<file path="config.mk">
export PLATFORM = sky130hd
export DESIGN_NAME = sorted_key_table_core
export DESIGN_NICKNAME = d
export VERILOG_FILES = /design/src/hw/rtl/skt_pkg.sv /design/src/hw/rtl/sorted_key_table_core.sv /design/src/hw/rtl/skt_cell.sv
export SDC_FILE = /design/constraint.sdc
export NUM_CORES = 2
export LEC_CHECK = 0
export ABC_AREA = 1
export ABC_CLOCK_PERIOD_IN_PS = 7600
export BUFFER_PORTS_ARGS = -buffer_cell sky130_fd_sc_hd__buf_2
export CAP_MARGIN = 20
export CORE_UTILIZATION = 55
export CTS_BUF_LIST = sky130_fd_sc_hd__clkbuf_4
export DETAILED_ROUTE_END_ITERATION = 8
export PLACE_DENSITY_LB_ADDON = 0.15
export SLEW_MARGIN = 10
export SYNTH_ARGS = -nofsm -noshare
export SYNTH_HDL_FRONTEND = slang
export SYNTH_HIERARCHICAL = 1
export SYNTH_SLANG_ARGS = --single-unit
</file>
<file path="constraint.sdc">
create_clock -name clk_i -period 7.6 [get_ports clk_i]
set_input_delay 0.76 -clock clk_i [delete_from_list [all_inputs] [get_ports clk_i]]
set_output_delay 0.76 -clock clk_i [all_outputs]
set_load 0.05 [all_outputs]
</file>
<file path="src/hw/rtl/skt_pkg.sv">
// Package for the sorted key table: sizes, operation and status codes,
// request and result word types, and the control word broadcast to the cells.
// No dependencies.
package skt_pkg;

  localparam int unsigned DEPTH     = 16;
  localparam int unsigned KEY_WIDTH = 32;
  localparam int unsigned IDX_W     = (DEPTH > 1) ? $clog2(DEPTH) : 1;
  localparam int unsigned CNT_W     = $clog2(DEPTH + 1);

  localparam logic [4:0] CAP_RESET = 5'd16;

  typedef enum logic [1:0] {
    MODE_INSERT = 2'd0,
    MODE_LOOKUP = 2'd1,
    MODE_REMOVE = 2'd2
  } mode_e;

  typedef enum logic [1:0] {
    ST_DONE      = 2'd0,
    ST_FULL      = 2'd1,
    ST_BAD_INDEX = 2'd2
  } status_e;

  typedef struct packed {
    logic [1:0]  mode;
    logic [31:0] key_in;
    logic [3:0]  position;
  } req_t;

  typedef struct packed {
    logic [31:0] key_out;
    logic [3:0]  placed_at;
    logic [4:0]  entry_total;
    logic [1:0]  status;
  } rsp_t;

  typedef struct packed {
    logic                 insert_en;
    logic                 remove_en;
    logic [KEY_WIDTH-1:0] key;
    logic [IDX_W-1:0]     pos;
    logic [CNT_W-1:0]     count;
  } cell_ctrl_t;

endpackage

</file>
<file path="src/hw/rtl/sorted_key_table_core.sv">
// Sorted key table: a row of key cells kept in ascending order, with the
// entry count, the capacity register and the registered result word.
// Depends on skt_pkg and skt_cell.
//
// One operation is taken per clock cycle and busy is never raised. The
// result word of an operation appears on result_o, marked by result_valid_o,
// in the cycle after start is taken, for that one cycle only. Every cell
// compares its key with the new key and moves data to or from a neighbour in
// the same cycle, so an insert or remove completes in that single step. The
// capacity register may be written whenever no operation is under way.
module sorted_key_table_core import skt_pkg::*; (
  input  logic       clk_i,
  input  logic       rst_ni,
  input  logic       start,
  output logic       busy,
  input  req_t       req_i,
  output logic       result_valid_o,
  output rsp_t       result_o,
  input  logic       cfg_valid_i,
  output logic       cfg_ready_o,
  input  logic [4:0] cfg_data_i
);

  logic [CNT_W-1:0]     count_q, count_d;
  logic [4:0]           cap_q;
  logic                 valid_q;
  rsp_t                 rsp_q, rsp_d;
  cell_ctrl_t           ctrl;
  logic                 accept, full, bad_idx;
  logic [IDX_W-1:0]     pos_idx, placed_idx;
  logic [DEPTH-1:0]     lt, ins_here;
  logic [KEY_WIDTH-1:0] keys [DEPTH];

  assign busy        = 1'b0;
  assign cfg_ready_o = 1'b1;
  assign accept      = start && !busy;

  assign pos_idx = IDX_W'(req_i.position);
  assign full    = (CNT_W'(cap_q) <= count_q) || (count_q >= CNT_W'(DEPTH));
  assign bad_idx = (CNT_W'(req_i.position) >= count_q);

  always_comb begin
    ctrl.insert_en = accept && (mode_e'(req_i.mode) == MODE_INSERT) && !full;
    ctrl.remove_en = accept && (mode_e'(req_i.mode) == MODE_REMOVE) && !bad_idx;
    ctrl.key       = KEY_WIDTH'(req_i.key_in);
    ctrl.pos       = pos_idx;
    ctrl.count     = count_q;
  end

  for (genvar i = 0; i < DEPTH; i++) begin : g_cell
    skt_cell u_cell (
      .clk_i      (clk_i),
      .cell_idx_i (IDX_W'(i)),
      .ctrl_i     (ctrl),
      .left_lt_i  ((i == 0) ? 1'b1 : lt[(i == 0) ? 0 : i-1]),
      .left_key_i ((i == 0) ? '0 : keys[(i == 0) ? 0 : i-1]),
      .right_key_i((i == DEPTH-1) ? '0 : keys[(i == DEPTH-1) ? i : i+1]),
      .lt_o       (lt[i]),
      .ins_here_o (ins_here[i]),
      .key_o      (keys[i])
    );
  end

  // The insertion point is one-hot across the row, so an OR encoder suffices.
  always_comb begin
    placed_idx = '0;
    for (int i = 0; i < DEPTH; i++) begin
      if (ins_here[i]) begin
        placed_idx = placed_idx | IDX_W'(i);
      end
    end
  end

  always_comb begin
    count_d = count_q;
    rsp_d   = '0;
    case (mode_e'(req_i.mode))
      MODE_INSERT: begin
        if (full) begin
          rsp_d.status = ST_FULL;
        end else begin
          count_d         = count_q + CNT_W'(1);
          rsp_d.placed_at = 4'(placed_idx);
        end
      end
      MODE_LOOKUP: begin
        if (bad_idx) begin
          rsp_d.status = ST_BAD_INDEX;
        end else begin
          rsp_d.key_out = 32'(keys[pos_idx]);
        end
      end
      MODE_REMOVE: begin
        if (bad_idx) begin
          rsp_d.status = ST_BAD_INDEX;
        end else begin
          count_d = count_q - CNT_W'(1);
        end
      end
      default: begin
        rsp_d.status = ST_DONE;
      end
    endcase
    rsp_d.entry_total = 5'(count_d);
  end

  always_ff @(posedge clk_i or negedge rst_ni) begin
    if (!rst_ni) begin
      count_q <= '0;
      cap_q   <= CAP_RESET;
      valid_q <= 1'b0;
    end else begin
      valid_q <= accept;
      if (accept) begin
        count_q <= count_d;
      end
      if (cfg_valid_i && cfg_ready_o) begin
        cap_q <= cfg_data_i;
      end
    end
  end

  always_ff @(posedge clk_i) begin
    if (accept) begin
      rsp_q <= rsp_d;
    end
  end

  assign result_valid_o = valid_q;
  assign result_o       = rsp_q;

  a_count_bound: assert property (@(posedge clk_i) disable iff (!rst_ni)
    count_q <= CNT_W'(DEPTH))
    else $error("entry count exceeds table depth");

  a_result_follows: assert property (@(posedge clk_i) disable iff (!rst_ni)
    accept |=> result_valid_o)
    else $error("no result word after an accepted operation");

  a_insert_counts: assert property (@(posedge clk_i) disable iff (!rst_ni)
    ctrl.insert_en |=> (count_q == $past(count_q) + CNT_W'(1)))
    else $error("successful insert did not raise the count");

  a_refused_keeps: assert property (@(posedge clk_i) disable iff (!rst_ni)
    (accept && !ctrl.insert_en && !ctrl.remove_en) |=> $stable(count_q))
    else $error("refused operation changed the count");

endmodule

</file>
<file path="src/hw/rtl/skt_cell.sv">
// One cell of the sorted key table: holds a single key and decides locally
// whether to keep it, take the new key, or take a neighbour's key.
// Depends on skt_pkg.
module skt_cell import skt_pkg::*; (
  input  logic                 clk_i,
  input  logic [IDX_W-1:0]     cell_idx_i,
  input  cell_ctrl_t           ctrl_i,
  input  logic                 left_lt_i,
  input  logic [KEY_WIDTH-1:0] left_key_i,
  input  logic [KEY_WIDTH-1:0] right_key_i,
  output logic                 lt_o,
  output logic                 ins_here_o,
  output logic [KEY_WIDTH-1:0] key_o
);

  logic [KEY_WIDTH-1:0] key_q, key_d;
  logic                 in_use;

  assign in_use     = CNT_W'(cell_idx_i) < ctrl_i.count;
  assign lt_o       = in_use && (key_q < ctrl_i.key);
  // The stored keys are ascending, so the first cell that is not less than
  // the new key sits right after one that is; that cell takes the new key.
  assign ins_here_o = !lt_o && left_lt_i;
  assign key_o      = key_q;

  always_comb begin
    key_d = key_q;
    if (ctrl_i.insert_en && !lt_o) begin
      key_d = left_lt_i ? ctrl_i.key : left_key_i;
    end else if (ctrl_i.remove_en && (cell_idx_i >= ctrl_i.pos)) begin
      key_d = right_key_i;
    end
  end

  always_ff @(posedge clk_i) begin
    key_q <= key_d;
  end

endmodule

</file>
==> summary.txt <==
Final worst slack: 2730 ps
Final worst-path cycle share: 64.1%
Max Cap Viol: 0
Worst vdd ir: 0.198 mV
Cell count of the worst reg-to-reg path: 14
CTS max path bufs: 3
DR vias/cell: 5.57
Gr ovfl total: 0
Switching Share: 46.4%
Area Overhead vs Synth: 5.96%
Dpl ws: 2820 ps
Final setup violation count: 0
Die Wd: 312 um
Die height: 312 um
PD cells: 248 nW/um2
WL/cell: 17.8 um
Fin nets: 8,015
Clk root buf: clkbuf_4
FF-to-FF setup slack: 2730 ps
Vias in the first global route: 46,000
Setup TNS: 0 ps
Least-Margin Pin Slew: 1070 ps
Total CTS buffers: 170
Final Power: 13,900 uW
Critical path capture point type: register
Violation count after the first detailed-route iteration: 4,867
Outcome: finished, final reports clean
Layout cell share with drive strength beyond 1: 9.90%
Leak: 0.0278 uW
Max Slew Vio Count: 0
Pre-antenna DRT Iters: 8
H-tree Lvls: 4
Worst path required time: 8330 ps
Drt total wl: 155,000 um
NetSw: 6450 uW
Hold_buf cts: 14
Kind of critical path: register to register
Internal power: 7430 uW
Antenna violations before repair: 3
Seq pwr share: 32.5%
Fin cells: 8,736
Hold Crit Class: primary input to register
Slew HR: 28.7%
Detail Placement HPWL: 113,000 um
Row count: 113
Number of I/O port buffers: 90
Critical Path Source Type: register
RSZ-0062 raised after global routing: false
Placed cell count: 8,424
Period minus WS final: 4870 ps
Yosys Warn Count: 6
Crit path arrival time: 5590 ps
Clock Latency Late Sink: 1100 ps
Sinks on Clock Net: 566
Clk pwr share: 22.1%
Full die area: 97,200 um2
Largest net degree at the start of global routing: 192
Synthesized instance count: 7,213
Via count: 48,700
Critical Path Fanout Max: 140
Syn Std Cell Area: 52,800 um2
CTS tree: built
Hold path depth: 3
Clock transition at the registers of the reported paths: 60 ps
Avg Cell Area, Syn: 7.32 um2
Global Route Usage Sum: 31.5%
Clock skew: 70.5 ps
Core Area: 95,000 um2
Initial Util: 55.5%
Post-route DRC violation count: 0
Routability cong.: 0.905
Final hold viol count: 0
F_max: 0.205 GHz
First-pass GRT wire length: 247,000 um
I/O pin count: 93
Routed Antenna Nets: 0
Combinational power share: 45.4%
Post-CTS setup buffer count: 0
Cts repair resizes: 0
[sequential cells by signal, indices dropped and copies added (netlist names)]
signal / cells
g_cell.u_cell/key_o: 512
cap_q: 5
result_valid_o: 1
result_o: 43
count_q: 5
[through the flow]
stage / util, % / instance area, um2 / hold slack (ps)
6_report: 58.9 / 55900 / 117
5_1_grt: 58.8 / 55900 / 54.8
4_1_cts: 58.8 / 55900 / 15.0
3_5_place_dp: 56.4 / 53600 / 531
3_3_place_gp: 56.4 / 53600 / 522
2_1_floorplan: - / 53400 / 464
[worst max-delay path, cell delays in order, from the launching register on]
cell     delay [ps]
dfrtp_1         320
buf_4           290
inv_1           200
ha_1            340
nand2_1          60
nor2_1          120
nand2_1          60
nand3_1         160
nand4_1         570
nor2_4          370
buf_12          590
buf_4           490
nand2_8         240
nand2_1         120
buf_4           390
[placed cells by master, fill, tap and decap left out, types with 15 or more instances in the layout]
master	instances
clkbuf_4	244
nand4_1	40
a21boi_0	16
a21oi_2	15
clkinv_1	32
ha_1	623
nor2_2	31
nand2_4	17
nand2_8	15
a21oi_1	335
nor3_2	31
a211oi_2	25
o21a_1	47
nand3_1	592
o21ai_0	822
a21o_1	15
nand4_2	15
buf_4	44
nand2_1	1982
inv_1	856
o211ai_1	66
nand2_2	153
conb_1	180
o21ai_1	39
inv_2	22
nor2_1	481
edfxtp_1	555
buf_2	86
nand3_2	15
[power by group through the flow]
stage	Sequential [uW]	Clock [uW]	Combinational, uW
floorplan	4560	0	4770
detailed placement	4550	0	6180
global route	4540	3290	7140
finish	4510	3070	6300
global placement	4540	0	6070
CTS	4490	3140	6240
[routing by layer]
layer  wire [um]  global-route usage (%)  part of all wire, %  up-vias
li1            -                       -                    -    24200
met1       69100                    44.6                   45    22200
met2       68700                    49.3                   44     1987
met3       13200                    4.31                  8.5      262
met4        4280                    10.4                  2.8        0
met5           0                       0                    0        -
[path summary, 6_finish.rpt]
check / start / end
max: count_q[2] / g_cell[13].u_cell/key_o[7]
max reg2reg: count_q[2] / g_cell[13].u_cell/key_o[7]
max in group asynchronous: rst_ni / count_q[2]
min reg2reg: g_cell[12].u_cell/key_o[0] / g_cell[11].u_cell/key_o[0]
min in group asynchronous: rst_ni / cap_q[3]
min: req_i[37] / result_o[0]
[final cells by class]
class                   instances  area, um2
flip-flops and latches        566      16900
diodes                          7       17.5
repair buffers                149        987
fillers                      9037      39100
multi-input cells            5581      30900
inverters                     877       3300
well taps                    1265       1580
clock inverters                47        318
clock buffers                 244       1830
(Power assumes the default switching activity.)
